$ cat src/hw/rtl/u8san_pkg.sv
`timescale 1ns / 1ps
// ----------------------------------------------------------------------------
// UTF-8 sanitiser package
// Word types, job descriptor and lead-byte classification shared by the
// front end, the job queue and the emitter.
// ----------------------------------------------------------------------------
package u8san_pkg;

   // Default and width constants
   localparam int MAX_SEQ_BYTES_DEF = 6;
   localparam int QUEUE_DEPTH_DEF   = 2;
   localparam int SEQ_CNT_W         = 3;

   // Replacement character '?'
   localparam logic [7:0] QMARK = 8'h3F;

   // Lead-byte prefix masks and patterns
   localparam logic [7:0] MASK_1 = 8'h80;
   localparam logic [7:0] MASK_2 = 8'hC0;
   localparam logic [7:0] MASK_3 = 8'hE0;
   localparam logic [7:0] MASK_4 = 8'hF0;
   localparam logic [7:0] MASK_5 = 8'hF8;
   localparam logic [7:0] MASK_6 = 8'hFC;
   localparam logic [7:0] MASK_7 = 8'hFE;

   // Declared lengths; LEN_BAD means the byte is replaced on its own
   localparam logic [SEQ_CNT_W-1:0] LEN_BAD = 3'd0;
   localparam logic [SEQ_CNT_W-1:0] LEN_ONE = 3'd1;
   localparam logic [SEQ_CNT_W-1:0] LEN_TWO = 3'd2;
   localparam logic [SEQ_CNT_W-1:0] LEN_THR = 3'd3;
   localparam logic [SEQ_CNT_W-1:0] LEN_FOU = 3'd4;
   localparam logic [SEQ_CNT_W-1:0] LEN_FIV = 3'd5;
   localparam logic [SEQ_CNT_W-1:0] LEN_SIX = 3'd6;

   typedef struct packed {
      logic [7:0] data_byte;
      logic       chunk_end;
   } req_word_type;

   typedef struct packed {
      logic [7:0] out_byte;
      logic       was_replaced;
      logic       run_last;
      logic       chunk_last;
   } rsp_word_type;

   // Control part of one queued job (the bytes travel beside it)
   typedef struct packed {
      logic [SEQ_CNT_W-1:0] count;
      logic                 bad;
      logic                 chunk_end;
   } job_info_type;

   // Sequence length declared by a lead byte
   function automatic logic [SEQ_CNT_W-1:0] lead_length(input logic [7:0] b);
      logic [SEQ_CNT_W-1:0] len;
      if ((b & MASK_1) == 8'h00)            len = LEN_ONE;
      else if ((b & MASK_2) == MASK_1)      len = LEN_BAD;
      else if ((b & MASK_3) == MASK_2)      len = LEN_TWO;
      else if ((b & MASK_4) == MASK_3)      len = LEN_THR;
      else if ((b & MASK_5) == MASK_4)      len = LEN_FOU;
      else if ((b & MASK_6) == MASK_5)      len = LEN_FIV;
      else if ((b & MASK_7) == MASK_6)      len = LEN_SIX;
      else                                  len = LEN_BAD;
      return len;
   endfunction

endpackage

$ cat src/hw/rtl/u8san_front.sv
`timescale 1ns / 1ps
// ----------------------------------------------------------------------------
// UTF-8 sanitiser front end
// Accepts one byte a cycle while the queue is not full, tracks the pending
// sequence and queues a finished job (bytes, count, replace flag, chunk end).
// ----------------------------------------------------------------------------
module u8san_front #(
   parameter int MAX_SEQ_BYTES = u8san_pkg::MAX_SEQ_BYTES_DEF
) (
   input  logic                            clock,
   input  logic                            reset,
   input  logic                            req_valid,
   output logic                            req_ready,
   input  u8san_pkg::req_word_type         req_data,
   input  logic                            job_full,
   output logic                            job_push,
   output logic [MAX_SEQ_BYTES-1:0][7:0]   job_bytes,
   output u8san_pkg::job_info_type         job_info
);
   import u8san_pkg::*;

   logic [MAX_SEQ_BYTES-1:0][7:0] held_ff, held_in;
   logic [SEQ_CNT_W-1:0]          exp_ff, exp_in;
   logic [SEQ_CNT_W-1:0]          seen_ff, seen_in;
   logic                          bad_ff, bad_in;

   logic                          accept;
   logic [7:0]                    b;
   logic [SEQ_CNT_W-1:0]          len;
   logic [SEQ_CNT_W-1:0]          seen_inc;
   logic                          new_bad;
   logic [MAX_SEQ_BYTES-1:0][7:0] merged;

   assign req_ready = !job_full;
   assign accept    = req_valid && req_ready;
   assign b         = req_data.data_byte;
   assign len       = lead_length(b);
   assign seen_inc  = seen_ff + SEQ_CNT_W'(1);
   assign new_bad   = bad_ff || (b[7:6] != 2'b10);

   // Held bytes with the incoming word placed at the next free slot
   always_comb begin
      merged = held_ff;
      for (int i = 0; i < MAX_SEQ_BYTES; i++) begin
         if (seen_ff == SEQ_CNT_W'(i)) merged[i] = b;
      end
   end

   // Classification and sequence tracking
   always_comb begin
      held_in             = held_ff;
      exp_in              = exp_ff;
      seen_in             = seen_ff;
      bad_in              = bad_ff;
      job_push            = 1'b0;
      job_bytes           = merged;
      job_info.count      = SEQ_CNT_W'(1);
      job_info.bad        = 1'b0;
      job_info.chunk_end  = req_data.chunk_end;
      if (accept) begin
         held_in = merged;
         if (exp_ff == LEN_BAD) begin
            if (len == LEN_ONE) begin
               job_push = 1'b1;
            end else if (len == LEN_BAD || len > SEQ_CNT_W'(MAX_SEQ_BYTES)) begin
               job_push     = 1'b1;
               job_info.bad = 1'b1;
            end else if (req_data.chunk_end) begin
               // lead byte is also the last of the chunk
               job_push     = 1'b1;
               job_info.bad = 1'b1;
            end else begin
               exp_in  = len;
               seen_in = SEQ_CNT_W'(1);
               bad_in  = 1'b0;
            end
         end else begin
            seen_in = seen_inc;
            bad_in  = new_bad;
            if (seen_inc >= exp_ff) begin
               job_push       = 1'b1;
               job_info.count = seen_inc;
               job_info.bad   = new_bad;
            end else if (req_data.chunk_end) begin
               // chunk cut the sequence short
               job_push       = 1'b1;
               job_info.count = seen_inc;
               job_info.bad   = 1'b1;
            end
            if (job_push) begin
               exp_in  = LEN_BAD;
               seen_in = '0;
               bad_in  = 1'b0;
            end
         end
      end
   end

   // Held bytes need no reset
   always_ff @(posedge clock) begin
      held_ff <= held_in;
   end

   always_ff @(posedge clock) begin
      if (reset) begin
         exp_ff  <= LEN_BAD;
         seen_ff <= '0;
         bad_ff  <= 1'b0;
      end else begin
         exp_ff  <= exp_in;
         seen_ff <= seen_in;
         bad_ff  <= bad_in;
      end
   end

   // A pending sequence always has between one and expected-minus-one bytes
   a_pending_count: assert property (@(posedge clock) disable iff (reset)
      (exp_ff != LEN_BAD) |-> (seen_ff != '0 && seen_ff < exp_ff
                               && exp_ff <= SEQ_CNT_W'(MAX_SEQ_BYTES)))
      else $error("pending sequence count out of range");

endmodule

$ cat src/hw/rtl/u8san_queue.sv
`timescale 1ns / 1ps
// ----------------------------------------------------------------------------
// UTF-8 sanitiser job queue
// Small register FIFO between the front end and the emitter.
// ----------------------------------------------------------------------------
module u8san_queue #(
   parameter int WIDTH = 8,
   parameter int DEPTH = u8san_pkg::QUEUE_DEPTH_DEF
) (
   input  logic             clock,
   input  logic             reset,
   input  logic             push,
   input  logic [WIDTH-1:0] push_data,
   input  logic             pop,
   output logic [WIDTH-1:0] head_data,
   output logic             not_empty,
   output logic             full
);
   import u8san_pkg::*;

   localparam int PTR_W = $clog2(DEPTH);
   localparam int CNT_W = $clog2(DEPTH + 1);

   logic [DEPTH-1:0][WIDTH-1:0] mem_ff, mem_in;
   logic [PTR_W-1:0]            wr_ptr_ff, wr_ptr_in;
   logic [PTR_W-1:0]            rd_ptr_ff, rd_ptr_in;
   logic [CNT_W-1:0]            count_ff, count_in;

   assign full      = (count_ff == CNT_W'(DEPTH));
   assign not_empty = (count_ff != '0);
   assign head_data = mem_ff[rd_ptr_ff];

   // Entry write, pointer and fill count update
   always_comb begin
      mem_in    = mem_ff;
      wr_ptr_in = wr_ptr_ff;
      rd_ptr_in = rd_ptr_ff;
      count_in  = count_ff;
      if (push) begin
         mem_in[wr_ptr_ff] = push_data;
         wr_ptr_in = (wr_ptr_ff == PTR_W'(DEPTH - 1)) ? '0 : wr_ptr_ff + PTR_W'(1);
      end
      if (pop) begin
         rd_ptr_in = (rd_ptr_ff == PTR_W'(DEPTH - 1)) ? '0 : rd_ptr_ff + PTR_W'(1);
      end
      if (push && !pop)      count_in = count_ff + CNT_W'(1);
      else if (pop && !push) count_in = count_ff - CNT_W'(1);
   end

   always_ff @(posedge clock) begin
      mem_ff <= mem_in;
   end

   always_ff @(posedge clock) begin
      if (reset) begin
         wr_ptr_ff <= '0;
         rd_ptr_ff <= '0;
         count_ff  <= '0;
      end else begin
         wr_ptr_ff <= wr_ptr_in;
         rd_ptr_ff <= rd_ptr_in;
         count_ff  <= count_in;
      end
   end

   a_no_overflow: assert property (@(posedge clock) disable iff (reset)
      push |-> !full)
      else $error("job queue overflow");

   a_no_underflow: assert property (@(posedge clock) disable iff (reset)
      pop |-> not_empty)
      else $error("job queue underflow");

endmodule

$ cat src/hw/rtl/u8san_back.sv
`timescale 1ns / 1ps
// ----------------------------------------------------------------------------
// UTF-8 sanitiser emitter
// Walks the head job one byte a cycle into the output register unless stalled.
// ----------------------------------------------------------------------------
module u8san_back #(
   parameter int MAX_SEQ_BYTES = u8san_pkg::MAX_SEQ_BYTES_DEF
) (
   input  logic                            clock,
   input  logic                            reset,
   input  logic                            head_valid,
   input  logic [MAX_SEQ_BYTES-1:0][7:0]   head_bytes,
   input  u8san_pkg::job_info_type         head_info,
   output logic                            head_pop,
   output logic                            rsp_valid,
   input  logic                            rsp_ready,
   output u8san_pkg::rsp_word_type         rsp_data
);
   import u8san_pkg::*;

   localparam int IDX_W = $clog2(MAX_SEQ_BYTES);

   logic                 rsp_valid_ff, rsp_valid_in;
   rsp_word_type         rsp_data_ff, rsp_data_in;
   logic [IDX_W-1:0]     idx_ff, idx_in;

   logic                 advance;
   logic                 load;
   logic                 last;

   assign advance  = !rsp_valid_ff || rsp_ready;
   assign load     = advance && head_valid;
   assign last     = (SEQ_CNT_W'(idx_ff) + SEQ_CNT_W'(1)) == head_info.count;
   assign head_pop = load && last;

   assign rsp_valid = rsp_valid_ff;
   assign rsp_data  = rsp_data_ff;

   // Next output word and byte index
   always_comb begin
      rsp_valid_in = rsp_valid_ff;
      rsp_data_in  = rsp_data_ff;
      idx_in       = idx_ff;
      if (advance) rsp_valid_in = head_valid;
      if (load) begin
         rsp_data_in.out_byte     = head_info.bad ? QMARK : head_bytes[idx_ff];
         rsp_data_in.was_replaced = head_info.bad;
         rsp_data_in.run_last     = last;
         rsp_data_in.chunk_last   = last && head_info.chunk_end;
         idx_in = last ? '0 : idx_ff + IDX_W'(1);
      end
   end

   always_ff @(posedge clock) begin
      rsp_data_ff <= rsp_data_in;
   end

   always_ff @(posedge clock) begin
      if (reset) begin
         rsp_valid_ff <= 1'b0;
         idx_ff       <= '0;
      end else begin
         rsp_valid_ff <= rsp_valid_in;
         idx_ff       <= idx_in;
      end
   end

   a_chunk_on_run: assert property (@(posedge clock) disable iff (reset)
      (rsp_valid_ff && rsp_data_ff.chunk_last) |-> rsp_data_ff.run_last)
      else $error("chunk_last without run_last");

   a_replaced_is_qmark: assert property (@(posedge clock) disable iff (reset)
      (rsp_valid_ff && rsp_data_ff.was_replaced) |-> (rsp_data_ff.out_byte == QMARK))
      else $error("replaced word is not the replacement character");

endmodule

$ cat src/hw/rtl/utf8_sequence_sanitizer.sv
`timescale 1ns / 1ps
// A word that completes a result group is taken and its job written into the job queue;
//   the emitter registers the group's first result word once the job reaches the queue
//   head; the rest of the group follows one word a cycle while rsp_ready is high.
// Throughput: one input word a cycle sustained. A word that leaves its sequence open yields
//   no result and the word that closes it yields the whole group (up to six), so over time
//   results match input words one for one. The input stalls while the two-entry job queue
//   is full, e.g. behind a long group or a stalled receiver.
// Reset clears the pending sequence, the queue and the output valid; no clearing pass.
// ----------------------------------------------------------------------------
// UTF-8 sequence sanitiser
// Groups bytes into UTF-8 sequences and replaces malformed ones with '?'.
// ----------------------------------------------------------------------------
module utf8_sequence_sanitizer #(
   parameter int MAX_SEQ_BYTES = u8san_pkg::MAX_SEQ_BYTES_DEF,
   parameter int QUEUE_DEPTH   = u8san_pkg::QUEUE_DEPTH_DEF
) (
   input  logic                    clock,
   input  logic                    reset,
   input  logic                    req_valid,
   output logic                    req_ready,
   input  u8san_pkg::req_word_type req_data,
   output logic                    rsp_valid,
   input  logic                    rsp_ready,
   output u8san_pkg::rsp_word_type rsp_data
);
   import u8san_pkg::*;

   localparam int JOB_W = MAX_SEQ_BYTES * 8 + $bits(job_info_type);

   logic                          job_push;
   logic                          job_full;
   logic [MAX_SEQ_BYTES-1:0][7:0] job_bytes;
   job_info_type                  job_info;
   logic [JOB_W-1:0]              job_word;

   logic                          head_pop;
   logic                          head_valid;
   logic [JOB_W-1:0]              head_word;
   logic [MAX_SEQ_BYTES-1:0][7:0] head_bytes;
   job_info_type                  head_info;

   assign job_word   = {job_bytes, job_info};
   assign head_bytes = head_word[JOB_W-1:$bits(job_info_type)];
   assign head_info  = head_word[$bits(job_info_type)-1:0];

   u8san_front #(
      .MAX_SEQ_BYTES (MAX_SEQ_BYTES)
   ) u_front (
      .clock     (clock),
      .reset     (reset),
      .req_valid (req_valid),
      .req_ready (req_ready),
      .req_data  (req_data),
      .job_full  (job_full),
      .job_push  (job_push),
      .job_bytes (job_bytes),
      .job_info  (job_info)
   );

   u8san_queue #(
      .WIDTH (JOB_W),
      .DEPTH (QUEUE_DEPTH)
   ) u_queue (
      .clock     (clock),
      .reset     (reset),
      .push      (job_push),
      .push_data (job_word),
      .pop       (head_pop),
      .head_data (head_word),
      .not_empty (head_valid),
      .full      (job_full)
   );

   u8san_back #(
      .MAX_SEQ_BYTES (MAX_SEQ_BYTES)
   ) u_back (
      .clock      (clock),
      .reset      (reset),
      .head_valid (head_valid),
      .head_bytes (head_bytes),
      .head_info  (head_info),
      .head_pop   (head_pop),
      .rsp_valid  (rsp_valid),
      .rsp_ready  (rsp_ready),
      .rsp_data   (rsp_data)
   );

endmodule
$ cat config.mk
export PLATFORM = sky130hd
export DESIGN_NAME = utf8_sequence_sanitizer
export DESIGN_NICKNAME = d
export VERILOG_FILES = /design/src/hw/rtl/u8san_pkg.sv /design/src/hw/rtl/u8san_front.sv /design/src/hw/rtl/u8san_queue.sv /design/src/hw/rtl/u8san_back.sv /design/src/hw/rtl/utf8_sequence_sanitizer.sv
export SDC_FILE = /design/constraint.sdc
export NUM_CORES = 1
export LEC_CHECK = 0
export BUFFER_PORTS_ARGS = -buffer_cell sky130_fd_sc_hd__buf_2
export CORE_AREA = 2 2 178 180
export CTS_CLUSTER_SIZE = 12
export DETAILED_ROUTE_END_ITERATION = 8
export DIE_AREA = 0 0 180 182
export GPL_ROUTABILITY_DRIVEN = 1
export SLEW_MARGIN = 20
export SYNTH_ARGS = -nofsm -noshare
export SYNTH_HDL_FRONTEND = slang
export SYNTH_HIERARCHICAL = 1
export SYNTH_SLANG_ARGS = --single-unit
$ cat constraint.sdc
create_clock -name clock -period 4.9 [get_ports clock]
set_input_delay 0.735 -clock clock [delete_from_list [all_inputs] [get_ports clock]]
set_output_delay 0.735 -clock clock [all_outputs]
set_load 0.02 [all_outputs]
==> run summary, run 1 <==
Number of H-tree branching levels: 4. Hold repair after CTS inserted 0 buffers. Across the run, the number of max-cap violations was 0. The die is 180 microns wide. After layout, the worst path uses 63.7% of the clock period. At the later pin of the worst-skew pair, clock insertion delay measures 0.43 ns. The power per unit of standard cell area works out to 535 nW/um^2. Row generation in the floorplan step produced 65 rows. By instance count, the cell type seen most on the critical path is sky130_fd_sc_hd__ha_1. The run gives 0.505 ns as the minimum hold slack.

The y dimension of the die is 182 microns. For the highest clock frequency the design can meet, the log shows 321 MHz. IR analysis of the VDD net gives a maximum drop of 0.000256 V. The worst register-to-register path ends at u_queue/mem_ff[47]$_DFFE_PP_. The critical path is of the flip-flop to flip-flop type. The die covers 32800 sq um. Setup repair after global routing left no endpoint under its margin. The end point of the most critical hold path was u_queue/count_ff[1]$_SDFFE_PP0P_. The tools report the post-CTS setup buffer count as 0. For the global placement routability congestion, the log shows 0.783. The most used flip-flop cell after synthesis was sky130_fd_sc_hd__edfxtp_1.

Counting every sink on the clock net gives 180. From synthesis to final layout, the design area changed by 15.3%. The synthesized design devotes to its leading area cell type 64.9% of total area. The top-level I/O count was 26; the maximum buffer depth of the clock tree was 2. For the pin with the worst max-slew slack, the measured transition is 0.903 ns.

Detailed placement ended at an HPWL of 9.27 mm. After clock tree synthesis, the clock-pin slew on the worst setup and hold paths is 0.07 ns. The post-detailed-routing wire length was 15.2 mm. After detailed routing, the average wire length per cell comes to 16.9 microns. The number of nets handed over by synthesis was 473.

The number of nets with antenna violations after detailed routing was 0. The run finished with clean final reports. For this design, the slowest cell found on the critical path is sky130_fd_sc_hd__buf_4. For the detailed-route via count, the log shows 3864. The mean number of vias per cell is 4.30, and the pin count of the biggest net entering global routing is 54. The repair_antennas step left the layout with diodes totalling 0. The fraction of synthesis flops using an asynchronous set or reset pin came out at 0%.

Global routing used 9.58% of the available tracks across all layers. The flip-flop and latch count after synthesis was 180; the depth of the critical timing path with buffers and inverters included was 9. For the worst flop-to-flop path, the logic depth is 9.

The number of global-route vias before repair came out at 3913. Setup violations remaining at the end of the flow were counted as 0. In the final layout, the share of cells above drive strength 1 is 37.3%. In this run the worst path has a maximum fanout of 53. The design draws 4720 uW. In the synthesized netlist, the number of instances is 450.

The critical hold path startpoint was u_queue/count_ff[1]$_SDFFE_PP0P_. After routing, the total negative slack on setup checks comes to 0 ns. In this run, synthesis inferred 165 flip-flops with an integrated enable.

The final-report hold violation count is 0. The critical path goes through ha_1 -> ha_1 -> inv_1 -> ha_1 -> nand2_1 -> o211ai_1 -> o211a_1 -> nor2b_4 -> buf_4. The min-delay analysis places its worst path in the category flip-flop to flip-flop.

Clock root buffer: sky130_fd_sc_hd__clkbuf_16. The minimum clock period after layout came out at 3.12 ns. Average size of a mapped cell: 17.0 sq um. The post-CTS resize count came out at 0. The slack of the critical path was 1.78 ns; the delay of the slowest cell on the worst path was 0.57 ns. Across all register-to-register paths, the minimum setup slack is 1.78 ns.

Count of unique library cells instantiated by Yosys: 54. In this design, the largest share of critical-path delay is due to adder cells. The worst register-to-register path begins at u_front/seen_ff[0]$_SDFFE_PP0P_. The tools report the post-detailed-route DRC marker count as 0. Of the synthesized area, sequential elements account for 68.8%. The number of slew-limit violations in the final report is 0, and the post-route clock skew is 0.0148 ns. The number of nets at the end of the flow came out at 507.

Prior to clock tree synthesis, the placed netlist has a worst setup slack of 1.79 ns. The analysis attributes to cell leakage a power of 0.00291 uW. Number of search-and-repair iterations in the first detailed-routing pass: 4. After synthesis, the cell types taking the most area are sky130_fd_sc_hd__edfxtp_1, sky130_fd_sc_hd__mux2_2, sky130_fd_sc_hd__dfxtp_1. In this run the cell area of the synthesized design comes to 7640 sq um. The most common cell in the synthesized netlist is sky130_fd_sc_hd__edfxtp_1. The critical path contains buffers and inverters numbering 2 combined. The first routing iteration left 244 violations.

Summed over all layers, the global routing overflow is 0. The initial utilization of the core area, before any placement, comes to 24.6%. The worst setup path is captured at a flip-flop.

The count of input and output buffers was 25. The worst hold path was traced through 2 stages. Measured against its own limit, the worst slew margin works out to 39.7%. Of all cell types, the one taking the most synthesized area is sky130_fd_sc_hd__edfxtp_1. The number of antenna violations at the first check in global routing was 0. STA classifies the critical path startpoint as a flip-flop.

TritonCTS built the clock tree. The total of warnings raised by yosys was 6; the critical path data required time was 4.95 ns. Counting instances in the post-synthesis netlist gives the leading cell types as sky130_fd_sc_hd__edfxtp_1, sky130_fd_sc_hd__mux2_2, sky130_fd_sc_hd__nand2_1. The data arrival at the endpoint of the critical path is 3.17 ns. The number of clock buffers added by TritonCTS is 17. The wire length of the first global-routing pass is 23.4 mm.

In this run the standard cell core region covers 31000 sq um.
[how the worst max path moves through the flow]
| stage | startpoint | to | slack, ns |
|---|---|---|---|
| after floorplan | req_valid | u_queue/mem_ff[0]$_DFFE_PP_ | 0.12 |
| after global placement | req_valid | u_queue/mem_ff[29]$_DFFE_PP_ | 1.80 |
| after detailed placement | req_valid | u_queue/mem_ff[13]$_DFFE_PP_ | 1.79 |
| after CTS | u_front/seen_ff[0]$_SDFFE_PP0P_ | u_queue/mem_ff[48]$_DFFE_PP_ | 1.81 |
| after global routing | u_front/seen_ff[0]$_SDFFE_PP0P_ | u_queue/mem_ff[47]$_DFFE_PP_ | 1.60 |
| final | u_front/seen_ff[0]$_SDFFE_PP0P_ | u_queue/mem_ff[47]$_DFFE_PP_ | 1.78 |
[worst reg2reg max path, delay by kind of cell, from the launching register on]
| family | cells | cell delay (ns) |
|---|---|---|
| AO/OA/AOI/OAI | 2 | 0.60 |
| adder cells (fa/ha/maj) | 3 | 0.83 |
| buffers and inverters | 2 | 0.63 |
| flip-flops | 1 | 0.38 |
| AND/OR/NAND/NOR | 2 | 0.23 |
[logic make-up after synthesis]
group / count (synthesis) / synth area share (%)
and+or+nand+nor: 66 / 4.59
xor gates and xnor gates: 7 / 0.983
AOI/OAI and AO/OA: 42 / 3.98
buffers and inverters: 32 / 2.29
DFF: 180 / 68.8
muxes: 113 / 17.7
adders and majority gates: 10 / 1.64
[layer usage]
layer | track usage, % | share of wire, %
met4 | 3.61 | 1.2
met3 | 2.03 | 4.1
met2 | 14.5 | 45
met5 | 0 | 0
met1 | 13.5 | 49
[power by group]
group / internal (uW) / switching, uW / leakage, uW
clock network: 766 / 606 / 0.000284
logic: 489 / 607 / 0.000953
registers: 2110 / 133 / 0.00167
total: 3370 / 1350 / 0.00291
[sequential cells by signal, indices dropped and copies added, names as in the netlist]
signal and count:
u_queue/count_ff 2, u_back/idx_ff 3, u_front/seen_ff 3, u_back/rsp_valid 1, u_queue/mem_ff 106, u_front/held_ff 48
u_back/rsp_data 11, u_queue/rd_ptr_ff 1, u_front/bad_ff 1, u_queue/wr_ptr_ff 1, u_front/exp_ff 3
[metrics by stage]
step	std cells	instance area [sq um]	utilization [%]
after global placement	867	8210	26.5
after floorplan	450	7640	-
after global routing	898	8810	28.4
final	898	8810	28.4
after detailed placement	867	8210	26.5
after CTS	898	8810	28.4
[final cells by class]
class	instances	area, sq um
Timing Repair Buffer	32	178
Clock inverter	14	168
Multi-Input combinational cell	238	2220
Clock buffer	17	425
Sequential cell	180	5260
Inverter	15	56.3
Fill cell	3084	22200
Tap cell	402	503
[placed cells by master (no fill, tap or decap), types with 3 or more instances in the layout]
master / synthesis / routed
sky130_fd_sc_hd__clkbuf_16: 0 / 17
sky130_fd_sc_hd__a211o_1: 6 / 6
sky130_fd_sc_hd__nand2_1: 17 / 17
sky130_fd_sc_hd__mux4_2: 8 / 8
sky130_fd_sc_hd__mux2i_1: 8 / 8
sky130_fd_sc_hd__nand3_1: 4 / 4
sky130_fd_sc_hd__xnor2_1: 3 / 3
sky130_fd_sc_hd__a21oi_1: 12 / 12
sky130_fd_sc_hd__xor2_1: 3 / 3
sky130_fd_sc_hd__buf_4: 3 / 7
sky130_fd_sc_hd__edfxtp_1: 165 / 165
sky130_fd_sc_hd__buf_2: 4 / 25
sky130_fd_sc_hd__inv_6: 0 / 7
sky130_fd_sc_hd__nor3_1: 3 / 3
sky130_fd_sc_hd__ha_1: 10 / 10
sky130_fd_sc_hd__or3_1: 4 / 4
sky130_fd_sc_hd__dfxtp_1: 15 / 14
sky130_fd_sc_hd__nor2_1: 15 / 15
sky130_fd_sc_hd__and2_2: 2 / 3
sky130_fd_sc_hd__mux2_2: 97 / 97
sky130_fd_sc_hd__inv_1: 14 / 14
sky130_fd_sc_hd__o21ai_0: 9 / 9
(Power assumes the default switching activity.)
==> inputs of run 2 (changes only) <==
ABC_AREA = 1   (was not set)
CORE_AREA = 2 2 183 185   (was 2 2 178 180)
DIE_AREA = 0 0 185 187   (was 0 0 180 182)
clock period = 3.2 ns   (was 4.9 ns; I/O delays follow)
==> run 2 against run 1 <==
- area after synthesis up 5.9%
- worst setup slack got worse by 1.5 ns
- largest cell class unchanged
- sequential power increased by 56%
- highest routed layer unchanged
- clock power up 58%
- design area up 5.5%
- worst hold slack worse by 0.18 ns
- maximum frequency grew 5.6%
==> run summary, run 2 <==
The most common cell in the netlist was sky130_fd_sc_hd__edfxtp_1 (unchanged). The run gives 4 (unchanged) as the number of H-tree branching levels. The number of global-route vias before repair was 4588 (was 3913); the global placement routability congestion was 0.745 (was 0.783). The worst setup slack for register-to-register paths came out at 0.25 ns (was 1.78 ns). The tools report the count of unique library cells instantiated by Yosys as 35 (was 54). The worst setup slack before clock tree synthesis is 0.247 ns (was 1.79 ns), and the post-CTS resize count is 0 (unchanged).

Type of destination of the critical path: a flip-flop (unchanged). For the aggregate global routing overflow, the log shows 0 (unchanged). Launching instance or port of the critical path: u_front/seen_ff[0]$_SDFFE_PP0P_ (unchanged). Die span in x: 185 microns (was 180 microns). The peak fanout along the critical path is 51 (was 53).

The total negative slack for setup checks is 0 ns (unchanged). The number of flip-flops under the largest register name was 106 (unchanged). The average detailed-routed wire length per instance was 13.4 microns (was 16.9 microns); the number of antenna violations at the first check in global routing was 0 (unchanged). The mean number of vias per cell was 4.02 (was 4.30). Commonest cells in the synthesized netlist: sky130_fd_sc_hd__edfxtp_1, sky130_fd_sc_hd__nand2_1, sky130_fd_sc_hd__nor2_1 (was sky130_fd_sc_hd__edfxtp_1, sky130_fd_sc_hd__mux2_2, sky130_fd_sc_hd__nand2_1).

For the number of CTS-inserted buffers, the log shows 17 (unchanged). The power per unit of standard cell area was 843 nW/um^2 (was 535 nW/um^2). The cell accounting for the most synthesized area is sky130_fd_sc_hd__edfxtp_1 (unchanged).

The highest clock frequency the design can meet was 339 MHz (was 321 MHz). Cell depth of the worst min-delay path: 4 (was 2). The total of warnings raised by yosys is 6 (unchanged).

The worst-path cell with the longest stage delay is sky130_fd_sc_hd__dfxtp_1 (was sky130_fd_sc_hd__buf_4). The worst-case reg-to-reg path depth works out to 15 (was 9). The buffering stage count on the worst path with inverters included was 5 (was 2).

Data arrival at the endpoint of the critical path: 3.10 ns (was 3.17 ns). For the post-synth net total, the log shows 663 (was 473). The post-CTS setup buffer count is 0 (unchanged). The reg-to-reg endpoint is u_queue/mem_ff[99]$_DFFE_PP_ (was u_queue/mem_ff[47]$_DFFE_PP_). The class of the tightest hold or removal check is primary input to flip-flop (was flip-flop to flip-flop). The tools report the post-detailed-routing wire length as 15.1 mm (was 15.2 mm).

The fraction of synthesis flops using an asynchronous set or reset pin came out at 0% (unchanged). The growth of design area from synthesis to finish is 14.8% (was 15.3%), and the share of post-route cells with drive strength above 1 is 22.3% (was 37.3%). The tools report the source of the worst register-to-register timing path as u_front/seen_ff[0]$_SDFFE_PP0P_ (unchanged).

Area contributors post-synth: sky130_fd_sc_hd__edfxtp_1, sky130_fd_sc_hd__mux2_4, sky130_fd_sc_hd__nand2_1 (was sky130_fd_sc_hd__edfxtp_1, sky130_fd_sc_hd__mux2_2, sky130_fd_sc_hd__dfxtp_1). The nature of the critical path startpoint is a flip-flop (unchanged). The share of the yosys chip area belonging to registers came out at 64.9% (was 68.8%). The number of nets at the end of the flow came out at 693 (was 507).

The starting density of the core is 24.6% (about the same), and the full die area is 34600 sq um (was 32800 sq um). The number of slew-limit violations in the final report was 0 (unchanged); the delay of the slowest cell on the worst path was 0.37 ns (was 0.57 ns). The total clock sinks came out at 180 (unchanged).

The family with the most delay on the worst path was adder cells (unchanged). Area share of the largest cell type after synthesis: 61.2% (was 64.9%). For the final setup violation count, the log shows 0 (unchanged). The tools report the post-route clock skew as 0.0105 ns (was 0.0148 ns). The tools report the post-synthesis instance total as 640 (was 450). The slew at the pin with the worst max-slew slack came out at 0.725 ns (was 0.903 ns).

The wire length of the first global-routing pass was 24.4 mm (was 23.4 mm); the post-detailed-route DRC marker count was 0 (unchanged). The register containing the most flip-flops in the final layout was u_queue/mem_ff (unchanged). The clock root buffer was sky130_fd_sc_hd__clkbuf_16 (unchanged).

The run finished with clean final reports. TritonCTS built the clock tree. The worst max-slew margin expressed relative to the limit was 51.7% (was 39.7%). The detailed-route via count was 4549 (was 3864); the count of input and output buffers was 25 (unchanged). Minimum clock period after layout: 2.95 ns (was 3.12 ns). The slack of the critical path was 0.246 ns (was 1.78 ns); the pin count of the biggest net entering global routing was 54 (unchanged). Setup repair after global routing left no endpoint under its margin. The logs give 0 (unchanged) for the number of violations of the max-capacitance limit and 32900 sq um (was 31000 sq um) for the core region area. The CTS clock-pin slew for the worst setup and hold paths was 0.06 ns (was 0.07 ns). Commonest cells after routing, fill and taps aside: sky130_fd_sc_hd__edfxtp_1, sky130_fd_sc_hd__nand2_1, sky130_fd_sc_hd__nor2_1, sky130_fd_sc_hd__inv_1, sky130_fd_sc_hd__mux2_4 (was sky130_fd_sc_hd__edfxtp_1, sky130_fd_sc_hd__mux2_2, sky130_fd_sc_hd__buf_2, sky130_fd_sc_hd__clkbuf_16, sky130_fd_sc_hd__nand2_1). The depth of the critical timing path with buffers and inverters included is 15 (was 9), and the top-level I/O count is 26 (unchanged). The portion of the clock cycle consumed by the worst path in the final layout was 92.3% (was 63.7%). The end point of the most critical hold path is u_back/rsp_valid$_SDFFE_PP0P_ (was u_queue/count_ff[1]$_SDFFE_PP0P_). Half-perimeter wire length of the detailed placement result: 9.69 mm (was 9.27 mm).

The critical hold path startpoint was rsp_ready (was u_queue/count_ff[1]$_SDFFE_PP0P_). The average size of a mapped cell was 12.6 sq um (was 17.0 sq um); the clock insertion delay at the later pin of the skew report was 0.42 ns (was 0.43 ns). For the cell area after synthesis, the log shows 8090 sq um (was 7640 sq um). The run gives 0.000378 V (was 0.000256 V) as the worst ir drop on vdd.

The critical path data required time is 3.35 ns (was 4.95 ns). The y dimension of the die was 187 microns (was 182 microns); the leakage power of the design was 0.00352 uW (was 0.00291 uW). The placement row count is 67 (was 65).

Most common library cell in the layout ignoring fill and taps: sky130_fd_sc_hd__edfxtp_1 (unchanged). Cell-by-cell listing of the critical path: ha_1 -> ha_1 -> inv_1 -> ha_1 -> a21oi_1 -> nand3_1 -> nor2_1 -> nand2_2 -> nand2_1 -> inv_1 -> o21ai_0 -> inv_1 -> nand2_1 -> clkinvlp_4 -> buf_12 (was ha_1 -> ha_1 -> inv_1 -> ha_1 -> nand2_1 -> o211ai_1 -> o211a_1 -> nor2b_4 -> buf_4). For the number of search-and-repair iterations in the first detailed-routing pass, the log shows 4 (unchanged).

The run gives 9.15% (was 9.58%) as the global routing usage summed across all routing layers. For the number of hold buffers added after cts, the log shows 0 (unchanged). For the maximum buffer depth of the clock tree, the log shows 2 (unchanged). The critical setup path kind is flip-flop to flip-flop (unchanged).

Most used flip-flop cell after synthesis: sky130_fd_sc_hd__edfxtp_1 (unchanged). The flip-flop and latch count after synthesis works out to 180 (unchanged). The final-report hold violation count is 0 (unchanged), and the number of enable-type register cells in the synthesized netlist is 165 (unchanged). The number of nets with antenna violations after detailed routing was 0 (unchanged); the number of diodes was 0 (unchanged). Initial DRC count: 343 (was 244).
run 2: cell count changes in the layout (fill, tap and decap cells not counted), moves of 7 or more:
cell	delta
sky130_fd_sc_hd__nand2_1	+94
sky130_fd_sc_hd__mux2_2	-93
sky130_fd_sc_hd__mux2_4	+49
sky130_fd_sc_hd__nor2_1	+42
sky130_fd_sc_hd__o21ai_0	+38
sky130_fd_sc_hd__inv_1	+35
sky130_fd_sc_hd__o21ai_1	+21
sky130_fd_sc_hd__nand3_1	+16
sky130_fd_sc_hd__inv_2	+10
sky130_fd_sc_hd__mux2i_1	-8
sky130_fd_sc_hd__mux4_2	-8
sky130_fd_sc_hd__nand2_2	+7
run 2: power by group:
group,internal [uW],switching (uW)
clock network,1310,851
registers,3310,202
logic,883,1270
run 2: layout make-up:
type	count	area [sq um]
Tap cell	448	561
Timing Repair Buffer	32	215
Inverter	61	235
Fill cell	3409	23600
Clock inverter	11	178
Sequential cell	180	5260
Multi-Input combinational cell	378	2400
Clock buffer	21	440
run 2: kinds of logic after synthesis:
group	count (synthesis)	share of synthesized area [%]
AND/OR/NAND/NOR	217	11.8
flip-flops	180	64.9
AO/OA/AOI/OAI	96	6.28
buffers and inverters	82	5.52
multiplexers	53	9.65
adder cells (fa/ha/maj)	10	1.55
XOR/XNOR	2	0.217
run 2: stage by stage:
step	cells	area, sq um	utilization, %	total power, uW	hold WS (ns)
after floorplan	640	8100	-	5270	0.442
after global placement	1099	8670	26.4	5710	0.466
after detailed placement	1099	8670	26.4	5750	0.468
after CTS	1131	9290	28.3	7940	0.302
after global routing	1131	9290	28.3	8270	0.341
final	1131	9290	28.3	7830	0.330
run 2: routing by layer:
metal / vias to the layer above / global-route usage [%] / part of all wire, %
met5: - / 0 / 0
met4: 0 / 2.84 / 0.44
met3: 4 / 2.10 / 5.0
met2: 87 / 14.6 / 47
met1: 2168 / 12.3 / 48
li1: 2290 / - / -
run 2: worst max-delay path by stage:
stage | to | slack [ns]
4_1_cts | u_queue/mem_ff[74]$_DFFE_PP_ | 0.24
3_3_place_gp | u_queue/mem_ff[98]$_DFFE_PP_ | 0.36
5_1_grt | u_queue/mem_ff[58]$_DFFE_PP_ | 0.02
2_1_floorplan | u_queue/mem_ff[100]$_DFFE_PP_ | 0.01
3_5_place_dp | u_queue/mem_ff[90]$_DFFE_PP_ | 0.25
6_report | u_queue/mem_ff[99]$_DFFE_PP_ | 0.25
run 2: worst min-delay path: stages:
cell and delay [ns]:
sky130_fd_sc_hd__buf_2 0.07, sky130_fd_sc_hd__inv_1 0.03, sky130_fd_sc_hd__nand2_1 0.06, sky130_fd_sc_hd__a21oi_1 0.06
==> inputs of run 3 (changes only) <==
PLACE_DENSITY = 0.46   (was not set)
==> run 3 against run 2 <==
- worst setup slack gained 0.086 ns
- maximum frequency grew 3.0%
- utilization shrank 0.17 points
- non-clock buffer count is the same
- clock power shrank 8%
- die area is the same
- worst hold slack lost 0.0039 ns
- design area shrank 0.61%
- combinational power is essentially flat
- power shrank 2.1%
==> run summary, run 3 (synthesis results as in run 2) <==
The flow ran to the end, and the final reports show no timing, DRC or antenna violations. The run gives 0 (unchanged) as the number of nets with antenna violations after detailed routing. The final-report hold violation count was 0 (unchanged). The CTS clock-pin slew for the worst setup and hold paths came out at 0.07 ns (was 0.06 ns). The average detailed-routed wire length per instance is 14.3 microns (was 13.4 microns), and the count of input and output buffers is 25 (unchanged). Nature of the critical path startpoint: a flip-flop (unchanged). Register containing the most flip-flops in the final layout: u_queue/mem_ff (unchanged).

Cell-by-cell listing of the critical path: ha_1 -> ha_1 -> inv_1 -> ha_1 -> a21oi_1 -> nand3_1 -> nor2_2 -> nand2_2 -> nand2_1 -> inv_1 -> o21ai_0 -> inv_1 -> nand2_1 -> clkinvlp_4 -> buf_12 (was ha_1 -> ha_1 -> inv_1 -> ha_1 -> a21oi_1 -> nand3_1 -> nor2_1 -> nand2_2 -> nand2_1 -> inv_1 -> o21ai_0 -> inv_1 -> nand2_1 -> clkinvlp_4 -> buf_12). The run gives 34600 sq um (unchanged) as the full die area. Maximum buffer depth of the clock tree: 2 (unchanged). The number of nets at the end of the flow is 693 (unchanged). The top-level I/O count was 26 (unchanged); the post-detailed-route DRC marker count was 0 (unchanged). The tools report the critical path data required time as 3.32 ns (was 3.35 ns).

The pin count of the biggest net entering global routing is 55 (was 54). The number of H-tree branching levels is 4 (unchanged), and the die span in x is 185 microns (unchanged). The buffering stage count on the worst path with inverters included came out at 5 (unchanged).

The global routing usage summed across all routing layers is 9.89% (was 9.15%). Class of the tightest hold or removal check: primary input to flip-flop (unchanged). The tools report the post-detailed-routing wire length as 16.2 mm (was 15.1 mm). Commonest cells after routing, fill and taps aside: sky130_fd_sc_hd__edfxtp_1, sky130_fd_sc_hd__nand2_1, sky130_fd_sc_hd__nor2_1, sky130_fd_sc_hd__inv_1, sky130_fd_sc_hd__mux2_4 (unchanged).

The logs give 17 (unchanged) for the number of CTS-inserted buffers and 4559 (was 4549) for the detailed-route via count. The highest clock frequency the design can meet was 349 MHz (was 339 MHz); the total clock sinks was 180 (unchanged). Clock root buffer: sky130_fd_sc_hd__clkbuf_16 (unchanged). Leakage power of the design: 0.00350 uW (was 0.00352 uW).

The slew at the pin with the worst max-slew slack is 0.761 ns (was 0.725 ns), and the starting density of the core is 24.6% (unchanged). The global placement routability congestion came out at 0.753 (was 0.745). The count of filler cells inserted in the layout was 3452 (was 3409); the number of antenna violations at the first check in global routing was 0 (unchanged). TritonCTS built the clock tree. The tools report the minimum hold slack as 0.326 ns (was 0.330 ns). Half-perimeter wire length of the detailed placement result: 10.2 mm (was 9.69 mm).

The initial DRC count was 303 (was 343); the peak fanout along the critical path was 54 (was 51). The number of global-route vias before repair is 4567 (was 4588). Worst ir drop on vdd: 0.000289 V (was 0.000378 V). The type of destination of the critical path was a flip-flop (unchanged). Portion of the clock cycle consumed by the worst path in the final layout: 89.6% (was 92.3%).

The aggregate global routing overflow came out at 0 (unchanged). The family with the most delay on the worst path was adder cells (unchanged). Number of flip-flops under the largest register name: 106 (unchanged). The most common library cell in the layout ignoring fill and taps was sky130_fd_sc_hd__edfxtp_1 (unchanged). The minimum clock period after layout came out at 2.87 ns (was 2.95 ns). Setup repair after global routing left no endpoint under its margin. Worst-path cell with the longest stage delay: sky130_fd_sc_hd__dfxtp_1 (unchanged). For the final setup violation count, the log shows 0 (unchanged).

The power per unit of standard cell area is 830 nW/um^2 (was 843 nW/um^2), and the number of diodes is 0 (unchanged). The logs give 5 (was 4) for the number of search-and-repair iterations in the first detailed-routing pass and 0 ns (unchanged) for the total negative slack for setup checks. The wire length of the first global-routing pass was 26.0 mm (was 24.4 mm); the mean number of vias per cell was 4.03 (was 4.02). The clock insertion delay at the later pin of the skew report is 0.42 ns (about the same).

The critical setup path kind is flip-flop to flip-flop (unchanged). The share of post-route cells with drive strength above 1 is 22.5% (was 22.3%), and the data arrival at the endpoint of the critical path is 2.99 ns (was 3.10 ns). The power after layout is 7660 uW (was 7830 uW). The run gives 0.33 ns (was 0.25 ns) as the worst setup slack for register-to-register paths.

For the post-CTS setup buffer count, the log shows 0 (unchanged). The delay of the slowest cell on the worst path is 0.36 ns (was 0.37 ns), and the y dimension of the die is 187 microns (unchanged). For the number of slew-limit violations in the final report, the log shows 0 (unchanged). For the placement row count, the log shows 67 (unchanged). The worst max-slew margin expressed relative to the limit is 49.3% (was 51.7%), and the post-route clock skew is 0.0103 ns (was 0.0105 ns). For the number of violations of the max-capacitance limit, the log shows 0 (unchanged). The growth of design area from synthesis to finish is 14.1% (was 14.8%), and the core region area is 32900 sq um (unchanged).
run 3: cell types whose count changed in the layout (fill, tap and decap cells not counted), moves of 2 or more:
cell and change:
sky130_fd_sc_hd__clkinv_4 +2, sky130_fd_sc_hd__bufinv_16 -3, sky130_fd_sc_hd__clkinv_1 +3, sky130_fd_sc_hd__clkbuf_1 -4
run 3: power breakdown:
part	switching (uW)	internal [uW]
Combinational	1300	884
Clock	898	1080
Sequential	197	3300
Total	2400	5270
run 3: per-stage QoR:
| step | cells | area [sq um] | util [%] | worst slack [ns] |
|---|---|---|---|---|
| 3_3_place_gp | 1099 | 8670 | 26.4 | 0.402 |
| 6_report | 1131 | 9230 | 28.1 | 0.332 |
| 3_5_place_dp | 1099 | 8670 | 26.4 | 0.304 |
| 2_1_floorplan | 640 | 8100 | - | 0.0148 |
| 4_1_cts | 1131 | 9230 | 28.1 | 0.296 |
| 5_1_grt | 1131 | 9230 | 28.1 | 0.0588 |
run 3: area by class of cell:
class | instances | area (sq um) | area share (%)
Clock buffer | 17 | 425 | 4.61
Tap cell | 448 | 561 | 6.07
Sequential cell | 180 | 5260 | 57.0
Multi-Input combinational cell | 378 | 2400 | 26.0
Clock inverter | 15 | 134 | 1.45
Timing Repair Buffer | 32 | 215 | 2.33
Inverter | 61 | 235 | 2.55
run 3: final timing paths:
kind,startpoint,to,cells past startpoint
hold reg to reg,u_front/exp_ff[2]$_SDFFE_PP0P_,u_front/exp_ff[2]$_SDFFE_PP0P_,2
hold / removal,rsp_ready,u_back/rsp_valid$_SDFFE_PP0P_,4
setup reg to reg,u_front/seen_ff[0]$_SDFFE_PP0P_,u_queue/mem_ff[70]$_DFFE_PP_,15
setup / recovery,u_front/seen_ff[0]$_SDFFE_PP0P_,u_queue/mem_ff[70]$_DFFE_PP_,15
run 3: worst min-delay path, stage by stage:
cell and delay (ns):
sky130_fd_sc_hd__buf_2 0.07, sky130_fd_sc_hd__inv_1 0.03, sky130_fd_sc_hd__nand2_1 0.06, sky130_fd_sc_hd__a21oi_1 0.06
run 3: layer usage:
layer,GRT usage [%],wire (microns),up-vias,share of wire (%)
met4,2.53,114,0,0.71
li1,-,-,2289,-
met3,2.38,494,8,3.1
met2,15.2,7270,62,45
met1,14.0,8280,2200,51
met5,0,0,-,0
run 3: repair_timing:
action,4_1_cts,5_1_grt
hold buffers,0,0
setup endpoints to repair,0,32
gates resized for setup,0,2
